$ cat src/rtl/shmm_pkg.sv
// ----------------------------------------------------------------------------
// shmm_pkg
// Shared types and constants of the seed hit match merger.
// ----------------------------------------------------------------------------
`timescale 1ns / 1ps
`default_nettype none

package shmm_pkg;

    localparam int CFG_INDEX_W = 8;
    localparam int CFG_DATA_W  = 16;

    localparam logic [CFG_INDEX_W-1:0] CFG_SPAN_LENGTH    = 8'd0;
    localparam logic [CFG_INDEX_W-1:0] CFG_FILTER_ADVANCE = 8'd1;

    localparam logic [15:0] SPAN_LENGTH_RESET    = 16'd150;
    localparam logic [5:0]  FILTER_ADVANCE_RESET = 6'd12;

    typedef struct packed {
        logic [15:0] query_start;
        logic [31:0] ref_start;
        logic [31:0] ref_ident;
        logic        group_end;
    } in_word_t;

    typedef struct packed {
        logic [15:0] match_query_start;
        logic [16:0] match_query_end;
        logic [31:0] match_ref_start;
        logic [32:0] match_ref_end;
        logic [31:0] match_ref_ident;
        logic        overflow_seen;
        logic        last_of_run;
    } out_word_t;

    typedef struct packed {
        logic [15:0] query_start;
        logic [31:0] ref_start;
        logic [31:0] ref_ident;
        logic        group_end;
        logic [16:0] query_end;
        logic [32:0] ref_end;
    } cmd_t;

    typedef struct packed {
        logic [15:0] last_query_start;
        logic [31:0] last_ref_start;
        logic [15:0] query_start;
        logic [16:0] query_end;
        logic [31:0] ref_start;
        logic [32:0] ref_end;
    } entry_t;

    typedef enum logic [3:0] {
        BK_IDLE,
        BK_ARD,
        BK_ACHK,
        BK_ADD,
        BK_FSTART,
        BK_FRD,
        BK_FCHK,
        BK_GSTART,
        BK_GRD,
        BK_GCHK,
        BK_DONE
    } back_state_t;

endpackage

`default_nettype wire

$ cat src/rtl/shmm_ram.sv
// ----------------------------------------------------------------------------
// shmm_ram
// Generic simple dual-port RAM, one write port, one registered read port.
// ----------------------------------------------------------------------------
`timescale 1ns / 1ps
`default_nettype none

module shmm_ram #(
    parameter int WIDTH = 8,
    parameter int DEPTH = 16
) (
    input  wire logic                     clk,
    input  wire logic                     we,
    input  wire logic [$clog2(DEPTH)-1:0] waddr,
    input  wire logic [WIDTH-1:0]         wdata,
    input  wire logic [$clog2(DEPTH)-1:0] raddr,
    output logic      [WIDTH-1:0]         rdata
);

    logic [WIDTH-1:0] mem [DEPTH];

    always_ff @(posedge clk)
    begin
        if (we)
        begin
            mem[waddr] <= wdata;
        end
        rdata <= mem[raddr];
    end

endmodule

`default_nettype wire

$ cat src/rtl/shmm_fifo.sv
// ----------------------------------------------------------------------------
// shmm_fifo
// Small register queue with push/full and pop/empty.
// ----------------------------------------------------------------------------
`timescale 1ns / 1ps
`default_nettype none

module shmm_fifo #(
    parameter int WIDTH = 8,
    parameter int DEPTH = 2
) (
    input  wire logic             clk,
    input  wire logic             rst_n,
    input  wire logic             push,
    input  wire logic [WIDTH-1:0] wdata,
    output logic                  full,
    input  wire logic             pop,
    output logic      [WIDTH-1:0] rdata,
    output logic                  empty
);

    localparam int AW = $clog2(DEPTH);

    logic [WIDTH-1:0] mem [DEPTH];
    logic [AW-1:0]    wr_ptr_reg, wr_ptr_next;
    logic [AW-1:0]    rd_ptr_reg, rd_ptr_next;
    logic [AW:0]      cnt_reg, cnt_next;
    logic             do_push, do_pop;

    assign full    = (cnt_reg == (AW+1)'(DEPTH));
    assign empty   = (cnt_reg == '0);
    assign do_push = push && !full;
    assign do_pop  = pop && !empty;
    assign rdata   = mem[rd_ptr_reg];

    always_comb
    begin
        wr_ptr_next = wr_ptr_reg;
        rd_ptr_next = rd_ptr_reg;
        cnt_next    = cnt_reg;
        if (do_push)
        begin
            wr_ptr_next = (wr_ptr_reg == AW'(DEPTH-1)) ? '0 : wr_ptr_reg + 1'b1;
        end
        if (do_pop)
        begin
            rd_ptr_next = (rd_ptr_reg == AW'(DEPTH-1)) ? '0 : rd_ptr_reg + 1'b1;
        end
        if (do_push && !do_pop)
        begin
            cnt_next = cnt_reg + 1'b1;
        end
        else if (do_pop && !do_push)
        begin
            cnt_next = cnt_reg - 1'b1;
        end
    end

    always_ff @(posedge clk or negedge rst_n)
    begin
        if (!rst_n)
        begin
            wr_ptr_reg <= '0;
            rd_ptr_reg <= '0;
            cnt_reg    <= '0;
        end
        else
        begin
            wr_ptr_reg <= wr_ptr_next;
            rd_ptr_reg <= rd_ptr_next;
            cnt_reg    <= cnt_next;
        end
    end

    always_ff @(posedge clk)
    begin
        if (do_push)
        begin
            mem[wr_ptr_reg] <= wdata;
        end
    end

endmodule

`default_nettype wire

$ cat src/rtl/shmm_front.sv
// ----------------------------------------------------------------------------
// shmm_front
// Accepts hits, forms their match ends and queues them for the back end.
// ----------------------------------------------------------------------------
`timescale 1ns / 1ps
`default_nettype none

module shmm_front (
    input  wire logic              clk,
    input  wire logic              rst_n,
    input  wire logic              push,
    output logic                   full,
    input  wire shmm_pkg::in_word_t hit,
    input  wire logic [15:0]       span_length,
    input  wire logic              cmd_pop,
    output logic                   cmd_empty,
    output shmm_pkg::cmd_t         cmd
);

    shmm_pkg::cmd_t cmd_in;
    logic [$bits(shmm_pkg::cmd_t)-1:0] cmd_bits;

    always_comb
    begin
        cmd_in.query_start = hit.query_start;
        cmd_in.ref_start   = hit.ref_start;
        cmd_in.ref_ident   = hit.ref_ident;
        cmd_in.group_end   = hit.group_end;
        cmd_in.query_end   = 17'(hit.query_start) + 17'(span_length);
        cmd_in.ref_end     = 33'(hit.ref_start) + 33'(span_length);
    end

    shmm_fifo #(
        .WIDTH($bits(shmm_pkg::cmd_t)),
        .DEPTH(2)
    ) u_cmd_q (
        .clk   (clk),
        .rst_n (rst_n),
        .push  (push),
        .wdata (cmd_in),
        .full  (full),
        .pop   (cmd_pop),
        .rdata (cmd_bits),
        .empty (cmd_empty)
    );

    assign cmd = shmm_pkg::cmd_t'(cmd_bits);

endmodule

`default_nettype wire

$ cat src/rtl/shmm_back.sv
// ----------------------------------------------------------------------------
// shmm_back
// Walks the open match list for each hit: extend or open, filter, flush.
// ----------------------------------------------------------------------------
`timescale 1ns / 1ps
`default_nettype none

module shmm_back #(
    parameter int MAX_OPEN = 16
) (
    input  wire logic                        clk,
    input  wire logic                        rst_n,
    input  wire shmm_pkg::cmd_t              cmd,
    input  wire logic                        cmd_empty,
    output logic                             cmd_pop,
    input  wire logic [5:0]                  filter_advance,
    output logic                             ram_we,
    output logic [$clog2(MAX_OPEN)-1:0]      ram_waddr,
    output shmm_pkg::entry_t                 ram_wdata,
    output logic [$clog2(MAX_OPEN)-1:0]      ram_raddr,
    input  wire shmm_pkg::entry_t            ram_rdata,
    output logic                             res_push,
    output shmm_pkg::out_word_t              res_word,
    input  wire logic                        res_full
);

    localparam int IW = $clog2(MAX_OPEN);
    localparam int CW = $clog2(MAX_OPEN + 1);

    shmm_pkg::back_state_t state_reg, state_next;
    logic [IW-1:0]         i_reg, i_next;
    logic [CW-1:0]         w_reg, w_next;
    logic [CW-1:0]         count_reg, count_next;
    logic [15:0]           lfp_reg, lfp_next;
    logic                  drop_reg, drop_next;
    shmm_pkg::cmd_t        cur_reg, cur_next;
    shmm_pkg::out_word_t   pend_reg, pend_next;
    logic                  pend_valid_reg, pend_valid_next;

    logic [CW-1:0]         i_ext;
    logic                  hit_ok;
    logic                  filter_go;
    logic                  can_emit;
    shmm_pkg::entry_t      upd;
    shmm_pkg::entry_t      fresh;
    shmm_pkg::out_word_t   new_res;

    assign i_ext    = CW'(i_reg) + CW'(1);
    assign can_emit = !pend_valid_reg || !res_full;

    assign hit_ok = (ram_rdata.last_query_start <= cur_reg.query_start)
                 && (17'(cur_reg.query_start) <= ram_rdata.query_end)
                 && (ram_rdata.last_ref_start <= cur_reg.ref_start)
                 && (33'(cur_reg.ref_start) <= ram_rdata.ref_end);

    assign filter_go = 17'(cur_reg.query_start) > (17'(lfp_reg) + 17'(filter_advance));

    always_comb
    begin
        upd                  = ram_rdata;
        upd.last_query_start = cur_reg.query_start;
        upd.last_ref_start   = cur_reg.ref_start;
        if (cur_reg.query_end > ram_rdata.query_end)
        begin
            upd.query_end = cur_reg.query_end;
        end
        if (cur_reg.ref_end > ram_rdata.ref_end)
        begin
            upd.ref_end = cur_reg.ref_end;
        end

        fresh.last_query_start = cur_reg.query_start;
        fresh.last_ref_start   = cur_reg.ref_start;
        fresh.query_start      = cur_reg.query_start;
        fresh.query_end        = cur_reg.query_end;
        fresh.ref_start        = cur_reg.ref_start;
        fresh.ref_end          = cur_reg.ref_end;

        new_res.match_query_start = ram_rdata.query_start;
        new_res.match_query_end   = ram_rdata.query_end;
        new_res.match_ref_start   = ram_rdata.ref_start;
        new_res.match_ref_end     = ram_rdata.ref_end;
        new_res.match_ref_ident   = cur_reg.ref_ident;
        new_res.overflow_seen     = drop_reg;
        new_res.last_of_run       = 1'b0;
    end

    always_comb
    begin
        state_next      = state_reg;
        i_next          = i_reg;
        w_next          = w_reg;
        count_next      = count_reg;
        lfp_next        = lfp_reg;
        drop_next       = drop_reg;
        cur_next        = cur_reg;
        pend_next       = pend_reg;
        pend_valid_next = pend_valid_reg;
        cmd_pop         = 1'b0;
        ram_we          = 1'b0;
        ram_waddr       = i_reg;
        ram_wdata       = ram_rdata;
        ram_raddr       = i_reg;
        res_push        = 1'b0;
        res_word        = pend_reg;
        res_word.last_of_run = (state_reg == shmm_pkg::BK_DONE);

        case (state_reg)
            shmm_pkg::BK_IDLE:
            begin
                if (!cmd_empty)
                begin
                    cmd_pop    = 1'b1;
                    cur_next   = cmd;
                    i_next     = '0;
                    state_next = (count_reg == '0) ? shmm_pkg::BK_ADD : shmm_pkg::BK_ARD;
                end
            end
            shmm_pkg::BK_ARD:
            begin
                state_next = shmm_pkg::BK_ACHK;
            end
            shmm_pkg::BK_ACHK:
            begin
                if (hit_ok)
                begin
                    ram_we     = 1'b1;
                    ram_wdata  = upd;
                    state_next = shmm_pkg::BK_FSTART;
                end
                else
                begin
                    i_next     = i_reg + 1'b1;
                    state_next = (i_ext == count_reg) ? shmm_pkg::BK_ADD : shmm_pkg::BK_ARD;
                end
            end
            shmm_pkg::BK_ADD:
            begin
                if (count_reg < CW'(MAX_OPEN))
                begin
                    ram_we     = 1'b1;
                    ram_waddr  = count_reg[IW-1:0];
                    ram_wdata  = fresh;
                    count_next = count_reg + 1'b1;
                end
                else
                begin
                    drop_next = 1'b1;
                end
                state_next = shmm_pkg::BK_FSTART;
            end
            shmm_pkg::BK_FSTART:
            begin
                i_next = '0;
                w_next = '0;
                if (filter_go)
                begin
                    lfp_next   = cur_reg.query_start;
                    state_next = (count_reg == '0) ? shmm_pkg::BK_GSTART : shmm_pkg::BK_FRD;
                end
                else
                begin
                    state_next = shmm_pkg::BK_GSTART;
                end
            end
            shmm_pkg::BK_FRD:
            begin
                state_next = shmm_pkg::BK_FCHK;
            end
            shmm_pkg::BK_FCHK:
            begin
                if (ram_rdata.query_end < 17'(cur_reg.query_start))
                begin
                    if (can_emit)
                    begin
                        res_push        = pend_valid_reg;
                        pend_next       = new_res;
                        pend_valid_next = 1'b1;
                        i_next          = i_reg + 1'b1;
                        if (i_ext == count_reg)
                        begin
                            count_next = w_reg;
                            state_next = shmm_pkg::BK_GSTART;
                        end
                        else
                        begin
                            state_next = shmm_pkg::BK_FRD;
                        end
                    end
                end
                else
                begin
                    ram_we    = 1'b1;
                    ram_waddr = w_reg[IW-1:0];
                    w_next    = w_reg + 1'b1;
                    i_next    = i_reg + 1'b1;
                    if (i_ext == count_reg)
                    begin
                        count_next = w_reg + 1'b1;
                        state_next = shmm_pkg::BK_GSTART;
                    end
                    else
                    begin
                        state_next = shmm_pkg::BK_FRD;
                    end
                end
            end
            shmm_pkg::BK_GSTART:
            begin
                i_next = '0;
                if (cur_reg.group_end)
                begin
                    if (count_reg == '0)
                    begin
                        lfp_next   = '0;
                        drop_next  = 1'b0;
                        state_next = shmm_pkg::BK_DONE;
                    end
                    else
                    begin
                        state_next = shmm_pkg::BK_GRD;
                    end
                end
                else
                begin
                    state_next = shmm_pkg::BK_DONE;
                end
            end
            shmm_pkg::BK_GRD:
            begin
                state_next = shmm_pkg::BK_GCHK;
            end
            shmm_pkg::BK_GCHK:
            begin
                if (can_emit)
                begin
                    res_push        = pend_valid_reg;
                    pend_next       = new_res;
                    pend_valid_next = 1'b1;
                    i_next          = i_reg + 1'b1;
                    if (i_ext == count_reg)
                    begin
                        count_next = '0;
                        lfp_next   = '0;
                        drop_next  = 1'b0;
                        state_next = shmm_pkg::BK_DONE;
                    end
                    else
                    begin
                        state_next = shmm_pkg::BK_GRD;
                    end
                end
            end
            shmm_pkg::BK_DONE:
            begin
                if (can_emit)
                begin
                    res_push        = pend_valid_reg;
                    pend_valid_next = 1'b0;
                    state_next      = shmm_pkg::BK_IDLE;
                end
            end
            default:
            begin
                state_next = shmm_pkg::BK_IDLE;
            end
        endcase
    end

    always_ff @(posedge clk or negedge rst_n)
    begin
        if (!rst_n)
        begin
            state_reg      <= shmm_pkg::BK_IDLE;
            i_reg          <= '0;
            w_reg          <= '0;
            count_reg      <= '0;
            lfp_reg        <= '0;
            drop_reg       <= 1'b0;
            pend_valid_reg <= 1'b0;
        end
        else
        begin
            state_reg      <= state_next;
            i_reg          <= i_next;
            w_reg          <= w_next;
            count_reg      <= count_next;
            lfp_reg        <= lfp_next;
            drop_reg       <= drop_next;
            pend_valid_reg <= pend_valid_next;
        end
    end

    always_ff @(posedge clk)
    begin
        cur_reg  <= cur_next;
        pend_reg <= pend_next;
    end

endmodule

`default_nettype wire

$ cat src/rtl/seed_hit_match_merger.sv
// ----------------------------------------------------------------------------
// seed_hit_match_merger
// Merges seed hits of a reference group into maximal matches.
// ----------------------------------------------------------------------------
// channel   direction  handshake              word
// hit       in         push / full            shmm_pkg::in_word_t
// match     out        pop / empty            shmm_pkg::out_word_t
// cfg       in         cfg_valid / cfg_ready  cfg_index, cfg_data
//
// A hit passes through the back end states in turn; each list entry visited in the
// extend scan, the filter pass and the group flush takes a read and a check, set
// by the single read port of the match RAM.
// Reset clears the list count at once; no clearing pass.
// A full result queue stalls the back end; the hit queue keeps taking words until full.
// ----------------------------------------------------------------------------
`timescale 1ns / 1ps
`default_nettype none

module seed_hit_match_merger #(
    parameter int MAX_OPEN = 16
) (
    input  wire logic                                  clk,
    input  wire logic                                  rst_n,
    input  wire logic                                  push,
    output logic                                       full,
    input  wire shmm_pkg::in_word_t                    hit,
    output logic                                       empty,
    input  wire logic                                  pop,
    output shmm_pkg::out_word_t                        match,
    input  wire logic                                  cfg_valid,
    output logic                                       cfg_ready,
    input  wire logic [shmm_pkg::CFG_INDEX_W-1:0]      cfg_index,
    input  wire logic [shmm_pkg::CFG_DATA_W-1:0]       cfg_data
);

    localparam int IW = $clog2(MAX_OPEN);

    logic [15:0]         span_length_reg;
    logic [5:0]          filter_advance_reg;
    shmm_pkg::cmd_t      cmd;
    logic                cmd_empty;
    logic                cmd_pop;
    logic                ram_we;
    logic [IW-1:0]       ram_waddr;
    logic [IW-1:0]       ram_raddr;
    shmm_pkg::entry_t    ram_wdata;
    shmm_pkg::entry_t    ram_rdata;
    logic [$bits(shmm_pkg::entry_t)-1:0] ram_rbits;
    logic                res_push;
    logic                res_full;
    shmm_pkg::out_word_t res_word;
    logic [$bits(shmm_pkg::out_word_t)-1:0] match_bits;

    assign cfg_ready = 1'b1;

    always_ff @(posedge clk or negedge rst_n)
    begin
        if (!rst_n)
        begin
            span_length_reg    <= shmm_pkg::SPAN_LENGTH_RESET;
            filter_advance_reg <= shmm_pkg::FILTER_ADVANCE_RESET;
        end
        else if (cfg_valid && cfg_ready)
        begin
            if (cfg_index == shmm_pkg::CFG_SPAN_LENGTH)
            begin
                span_length_reg <= cfg_data;
            end
            else if (cfg_index == shmm_pkg::CFG_FILTER_ADVANCE)
            begin
                filter_advance_reg <= cfg_data[5:0];
            end
        end
    end

    shmm_front u_front (
        .clk         (clk),
        .rst_n       (rst_n),
        .push        (push),
        .full        (full),
        .hit         (hit),
        .span_length (span_length_reg),
        .cmd_pop     (cmd_pop),
        .cmd_empty   (cmd_empty),
        .cmd         (cmd)
    );

    shmm_ram #(
        .WIDTH($bits(shmm_pkg::entry_t)),
        .DEPTH(MAX_OPEN)
    ) u_list (
        .clk   (clk),
        .we    (ram_we),
        .waddr (ram_waddr),
        .wdata (ram_wdata),
        .raddr (ram_raddr),
        .rdata (ram_rbits)
    );

    assign ram_rdata = shmm_pkg::entry_t'(ram_rbits);

    shmm_back #(
        .MAX_OPEN(MAX_OPEN)
    ) u_back (
        .clk            (clk),
        .rst_n          (rst_n),
        .cmd            (cmd),
        .cmd_empty      (cmd_empty),
        .cmd_pop        (cmd_pop),
        .filter_advance (filter_advance_reg),
        .ram_we         (ram_we),
        .ram_waddr      (ram_waddr),
        .ram_wdata      (ram_wdata),
        .ram_raddr      (ram_raddr),
        .ram_rdata      (ram_rdata),
        .res_push       (res_push),
        .res_word       (res_word),
        .res_full       (res_full)
    );

    shmm_fifo #(
        .WIDTH($bits(shmm_pkg::out_word_t)),
        .DEPTH(2)
    ) u_res_q (
        .clk   (clk),
        .rst_n (rst_n),
        .push  (res_push),
        .wdata (res_word),
        .full  (res_full),
        .pop   (pop),
        .rdata (match_bits),
        .empty (empty)
    );

    assign match = shmm_pkg::out_word_t'(match_bits);

endmodule

`default_nettype wire

$ cat config.mk
export PLATFORM = sky130hd
export DESIGN_NAME = seed_hit_match_merger
export DESIGN_NICKNAME = d
export VERILOG_FILES = /design/src/rtl/shmm_pkg.sv /design/src/rtl/shmm_ram.sv /design/src/rtl/shmm_fifo.sv /design/src/rtl/shmm_front.sv /design/src/rtl/shmm_back.sv /design/src/rtl/seed_hit_match_merger.sv
export SDC_FILE = /design/constraint.sdc
export NUM_CORES = 2
export LEC_CHECK = 0
export BUFFER_PORTS_ARGS = -buffer_cell sky130_fd_sc_hd__buf_2
export CELL_PAD_IN_SITES_DETAIL_PLACEMENT = 0
export CELL_PAD_IN_SITES_GLOBAL_PLACEMENT = 1
export CORE_UTILIZATION = 40
export DETAILED_ROUTE_END_ITERATION = 8
export GPL_ROUTABILITY_DRIVEN = 0
export HOLD_SLACK_MARGIN = 0.03
export PLACE_DENSITY = 0.64
export SKIP_LAST_GASP = 1
export SYNTH_ARGS = -nofsm -noshare
export SYNTH_HDL_FRONTEND = slang
export SYNTH_SLANG_ARGS = --single-unit
$ cat constraint.sdc
create_clock -name clk -period 38.7 [get_ports clk]
set_input_delay 5.805 -clock clk [delete_from_list [all_inputs] [get_ports clk]]
set_output_delay 5.805 -clock clk [all_outputs]
set_load 0.01 [all_outputs]
==> flow_results.org <==
** Floorplan
- The die covers about 320,000 um^2.
- The region available for standard cell placement spans between 300,000 and 400,000 um^2.
- During I/O placement, the number of pins put on the boundary was between 200 and 250.
- The floorplan step set the die height to roughly 570 um.
- Effective utilization at floorplan :: 0.402
- Die width :: between 500 and 600 um
- The floorplan has 208 rows.

** Clock network
- Clock root buffer :: sky130_fd_sc_hd__clkbuf_16
- Post-CTS Repair Setup Buffers :: 0
- Later-pin clock latency in the skew report :: roughly 0.92 ns
- After clock tree synthesis, the clock-pin slew on the worst setup and hold paths is approximately 0.060 ns.
- The clock net in this run drives a total of around 3,300 sinks.
- Clock tree synthesis inserted a total of around 360 buffers.
- In this run the deepest clock path goes through 4 buffers.
- CTS tree :: done
- In this run, post-CTS repair resized a total of 0 instances.
- The number of hold buffers added after CTS was 0.
- Number of H-tree branching levels :: 5

** Worst setup path
- Minimum setup slack among reg-to-reg paths :: 31.21 ns
- Cell chain of the critical path :: buf_2 -> ha_1 -> inv_1 -> fa_1 -> nor2b_1 -> o31a_1 -> o21ai_0 -> o211ai_1 -> a31o_2 -> a21oi_1 -> nor3b_1 -> xor2_1
- Required time at the endpoint of the critical path :: between 30 and 40 ns
- Category of the worst setup path launch point :: input port
- Delay of the slowest critical-path stage :: 1.00 ns
- The worst register-to-register path begins at u_list.rdata[4].
- Critical R2R Capture :: u_list.mem[7][29]
- For the worst setup path, the data arrival time is around 10 ns.
- Worst setup EP type :: flop
- For the worst flop-to-flop path, the logic depth is 14.
- The worst setup path is of the input port to flop kind.
- Cell with the largest stage delay on the worst path :: sky130_fd_sc_hd__o21ai_0
- Highest fanout seen on the critical path :: 9

** Detailed routing
- Before antenna repair, the detailed router went through 5 iterations.
- Remaining antenna violation count :: 0
- DRC errors left :: 0
- The final layout contains routed wiring with a total length of ~320 mm.
- Total vias in the final route :: roughly 60,000
- In the final routed layout, each cell accounts on average for roughly 28 um.
- In this run, the number of DRC markers left after iteration 0 of detailed routing was slightly above 6,000.
- Using the TritonRoute via totals, the vias-per-cell ratio works out to 5.50.

** Power and ir drop
- Cell internal power was estimated by the tool at roughly 8000 uW.
- Dividing total power by cell area gives a power density of 78.0 nW/um^2.
- In this run the static leakage power is around 0.048 uW.
- Net switching power figure :: around 3400 uW
- Of the total power, the share spent switching nets is 0.294.
- The share of total power dissipated in sequential elements is 0.459.
- Worst IR drop on VDD :: about 0.00008 V
- The share of total power dissipated in the clock network is 0.300.
- Portion of total power attributed to combinational logic :: 0.240

** Layout
- Register bank with the most flops :: u_list.mem
- The register with the most flip-flops in the layout has about 2,300 of them.
- Regs by FF count :: u_list.mem: 2336 flops, u_res_q.mem: 264 flops, u_front.u_cmd_q.mem: 262 flops
- Of the cells placed in the final design, the portion with a size suffix greater than 1 is 0.302.
- The final layout contains approximately 7,000 nets.
- Compared with the post-synthesis result, the final layout area differs by 14.8%.

** Timing
- Final hold violation count :: 0
- Max frequency :: 110 MHz
- Slew headroom :: 0.0296
- The final-report max-slew violation count came to 0.
- After layout, the worst setup slack is about 30 ns.
- Setup repair after global routing left no endpoint under its margin.
- For the pin with the worst max-slew slack, the measured transition is between 1 and 1.5 ns.
- Setup violations remaining at the end of the flow were counted as 0.
- Layout Skew :: between 0.07 and 0.08 ns
- Setup_tns :: 0 ns
- Subtracting the final worst setup slack from the clock period gives 9.11 ns.
- Dividing the final minimum period by the clock period gives 0.235.

** Global route
- Vias in the first global route :: around 63,000
- For this run, global-route usage on met3 was measured as 0.0284.
- Initial antenna violation count :: between 40 and 50
- The first global-routing pass estimated 453 mm of wire.
- The global routing stage identified its most utilized layer as met2.
- In the global route stage, met2 resource usage came out at 0.316.
- After global routing the overflow that remains totals 0.
- Overall fraction of global-route tracks in use :: 0.193
- For met1 alone, demand over resource in global routing was 0.275.
- Largest net degree at the start of global routing :: around 150

** Synth
- Dominant cell type by area after synthesis :: sky130_fd_sc_hd__edfxtp_1
- The cell area that synthesis handed to floorplanning was roughly 130,000 um^2.
- Most used flip-flop cell after synthesis :: sky130_fd_sc_hd__edfxtp_1
- Counting flops with a built-in enable in the synthesized netlist gives between 3,000 and 4,000.
- Synthesis handed over a netlist of about 6,000 instances.
- Unique masters post-synth :: 87
- By area the synthesized netlist is led by sky130_fd_sc_hd__edfxtp_1 (73%), sky130_fd_sc_hd__mux4_2 (13%), sky130_fd_sc_hd__mux2_2 (3.0%), sky130_fd_sc_hd__dfxtp_1 (2.3%), sky130_fd_sc_hd__ha_1 (2.0%).
- Sequential fraction of the synthesis area :: 0.763
- Net count after synthesis :: ~6,300
- After synthesis, the share of flip-flops with an asynchronous set or reset is 0.0198.
- Mean instance size in the synthesized netlist :: 21.5 um^2
- Synth warn :: 0
- Of the post-synthesis cell area, the dominant cell type holds 0.728.
- Most common cell in the netlist :: sky130_fd_sc_hd__edfxtp_1
- By count the netlist is led by sky130_fd_sc_hd__edfxtp_1 (3,124), sky130_fd_sc_hd__mux4_2 (730), sky130_fd_sc_hd__mux2_2 (340), sky130_fd_sc_hd__ha_1 (206), sky130_fd_sc_hd__clkbuf_1 (191).
- Count of state elements after synthesis :: 3,336

** Hold path
- The tightest min-delay check is of the flop to flop type.
- End point of the worst hold path :: u_back.res_word[14]
- Number of cells traversed by the worst hold path :: 0
- Hold path start :: u_back.cur_reg[63]

** Placed design
- Once detailed placement completed, the half-perimeter wirelength came to around 180 mm.
- Port-buffer cells :: between 200 and 250
- OpenSTA, run right after detailed placement, puts the worst setup slack at 28.75 ns.

** Outcome
- The run finished, with violations left.
- The checks that failed: max-capacitance violations.

** Run
- Max-cap violations in this run came to 1.
[stage by stage]
step | std cells | hold slack [ns] | total power (uW) | instance area, um^2 | utilization
2_1_floorplan | 6004 | 0.400 | 7170 | 129000 | -
3_3_place_gp | 10459 | 0.400 | 8100 | 136000 | 0.424
3_5_place_dp | 10459 | 0.405 | 8180 | 136000 | 0.424
4_1_cts | 11121 | 0.418 | 11700 | 148000 | 0.461
5_1_grt | 11123 | 0.419 | 12000 | 148000 | 0.461
6_report | 11135 | 0.415 | 11500 | 148000 | 0.461
[metal layers]
metal  routed length [um]  vias to the layer above
met1               138000                    33112
met2               153000                     1808
met3                18900                      428
met4                 6470                       30
li1                     -                    25869
met5                  177                        -
[layout by cell type (no fill, tap or decap), types with 17 or more instances in the layout]
master | netlist | layout
sky130_fd_sc_hd__clkbuf_1 | 191 | 85
sky130_fd_sc_hd__buf_2 | 9 | 242
sky130_fd_sc_hd__nand2_1 | 157 | 157
sky130_fd_sc_hd__buf_4 | 3 | 149
sky130_fd_sc_hd__a21oi_1 | 70 | 70
sky130_fd_sc_hd__mux2i_1 | 39 | 39
sky130_fd_sc_hd__dfxtp_1 | 146 | 146
sky130_fd_sc_hd__xor2_1 | 24 | 24
sky130_fd_sc_hd__nor2_1 | 86 | 82
sky130_fd_sc_hd__nor3_2 | 0 | 17
sky130_fd_sc_hd__o21ai_0 | 107 | 104
sky130_fd_sc_hd__mux4_2 | 730 | 730
sky130_fd_sc_hd__clkinv_2 | 0 | 56
sky130_fd_sc_hd__nand4_1 | 32 | 32
sky130_fd_sc_hd__mux2_2 | 340 | 340
sky130_fd_sc_hd__mux2_1 | 26 | 26
sky130_fd_sc_hd__a31oi_1 | 20 | 19
sky130_fd_sc_hd__clkbuf_16 | 0 | 363
sky130_fd_sc_hd__nand3_1 | 65 | 65
sky130_fd_sc_hd__nor2b_1 | 21 | 20
sky130_fd_sc_hd__inv_1 | 174 | 174
sky130_fd_sc_hd__clkbuf_8 | 0 | 27
sky130_fd_sc_hd__bufinv_16 | 0 | 40
sky130_fd_sc_hd__edfxtp_1 | 3124 | 3124
sky130_fd_sc_hd__a21o_1 | 22 | 22
sky130_fd_sc_hd__clkinv_1 | 0 | 47
sky130_fd_sc_hd__o311ai_1 | 0 | 17
sky130_fd_sc_hd__ha_1 | 206 | 206
sky130_fd_sc_hd__nor3_1 | 40 | 23
sky130_fd_sc_hd__dfrtp_1 | 60 | 54
sky130_fd_sc_hd__xnor2_1 | 46 | 46
[layout make-up]
cell class / instances / area [um^2]
inverter: 174 / 653
clock buffer: 475 / 9770
sequential: 3336 / 98400
fill: 26732 / 173000
multi-input combinational: 2245 / 29000
antenna: 13 / 32.5
tap: 4305 / 5390
timing repair buffer: 400 / 2510
clock inverter: 187 / 2200
[worst max-delay path: cells and delay by family]
kind	cells	cell delay, ns
xor gates and xnor gates	1	0.21
adders and majority gates	2	0.42
and+or+nand+nor	2	0.22
buffers and inverters	2	0.19
AOI/OAI and AO/OA	5	2.85
[kinds of logic (layout without fill, tap and decap cells)]
group	Yosys count	in the layout	synth area share
flops	3336	3336	0.763
mux	1135	1135	0.163
simple gates	470	470	0.0174
buf+inv	423	1236	0.0127
compound gates	360	360	0.0186
fa+ha+maj	209	209	0.0205
xor+xnor	70	70	0.00476
other cells	1	14	0.0000291
[power groups by stage]
stage,clock network (uW),registers [uW],logic [uW]
6_report,3470,5310,2780
4_1_cts,3540,5320,2810
3_5_place_dp,0,5390,2800
3_3_place_gp,0,5370,2720
5_1_grt,3670,5340,3020
2_1_floorplan,0,5260,1910
[worst max path at each step]
stage               slack (ns)                 from                         end  cells after the start
finish                   29.59              hit[33]  u_front.u_cmd_q.mem[1][22]                     12
global route             29.39   u_res_q.rd_ptr_reg                   match[62]                      4
CTS                      29.42   u_res_q.rd_ptr_reg                   match[62]                      4
detailed placement       28.75              hit[33]  u_front.u_cmd_q.mem[0][30]                     12
global placement         28.70              hit[33]  u_front.u_cmd_q.mem[0][28]                     12
floorplan                21.59  u_back.cur_reg[130]            u_list.mem[1][0]                     11
Note: power is estimated with default switching activity, not from simulation.
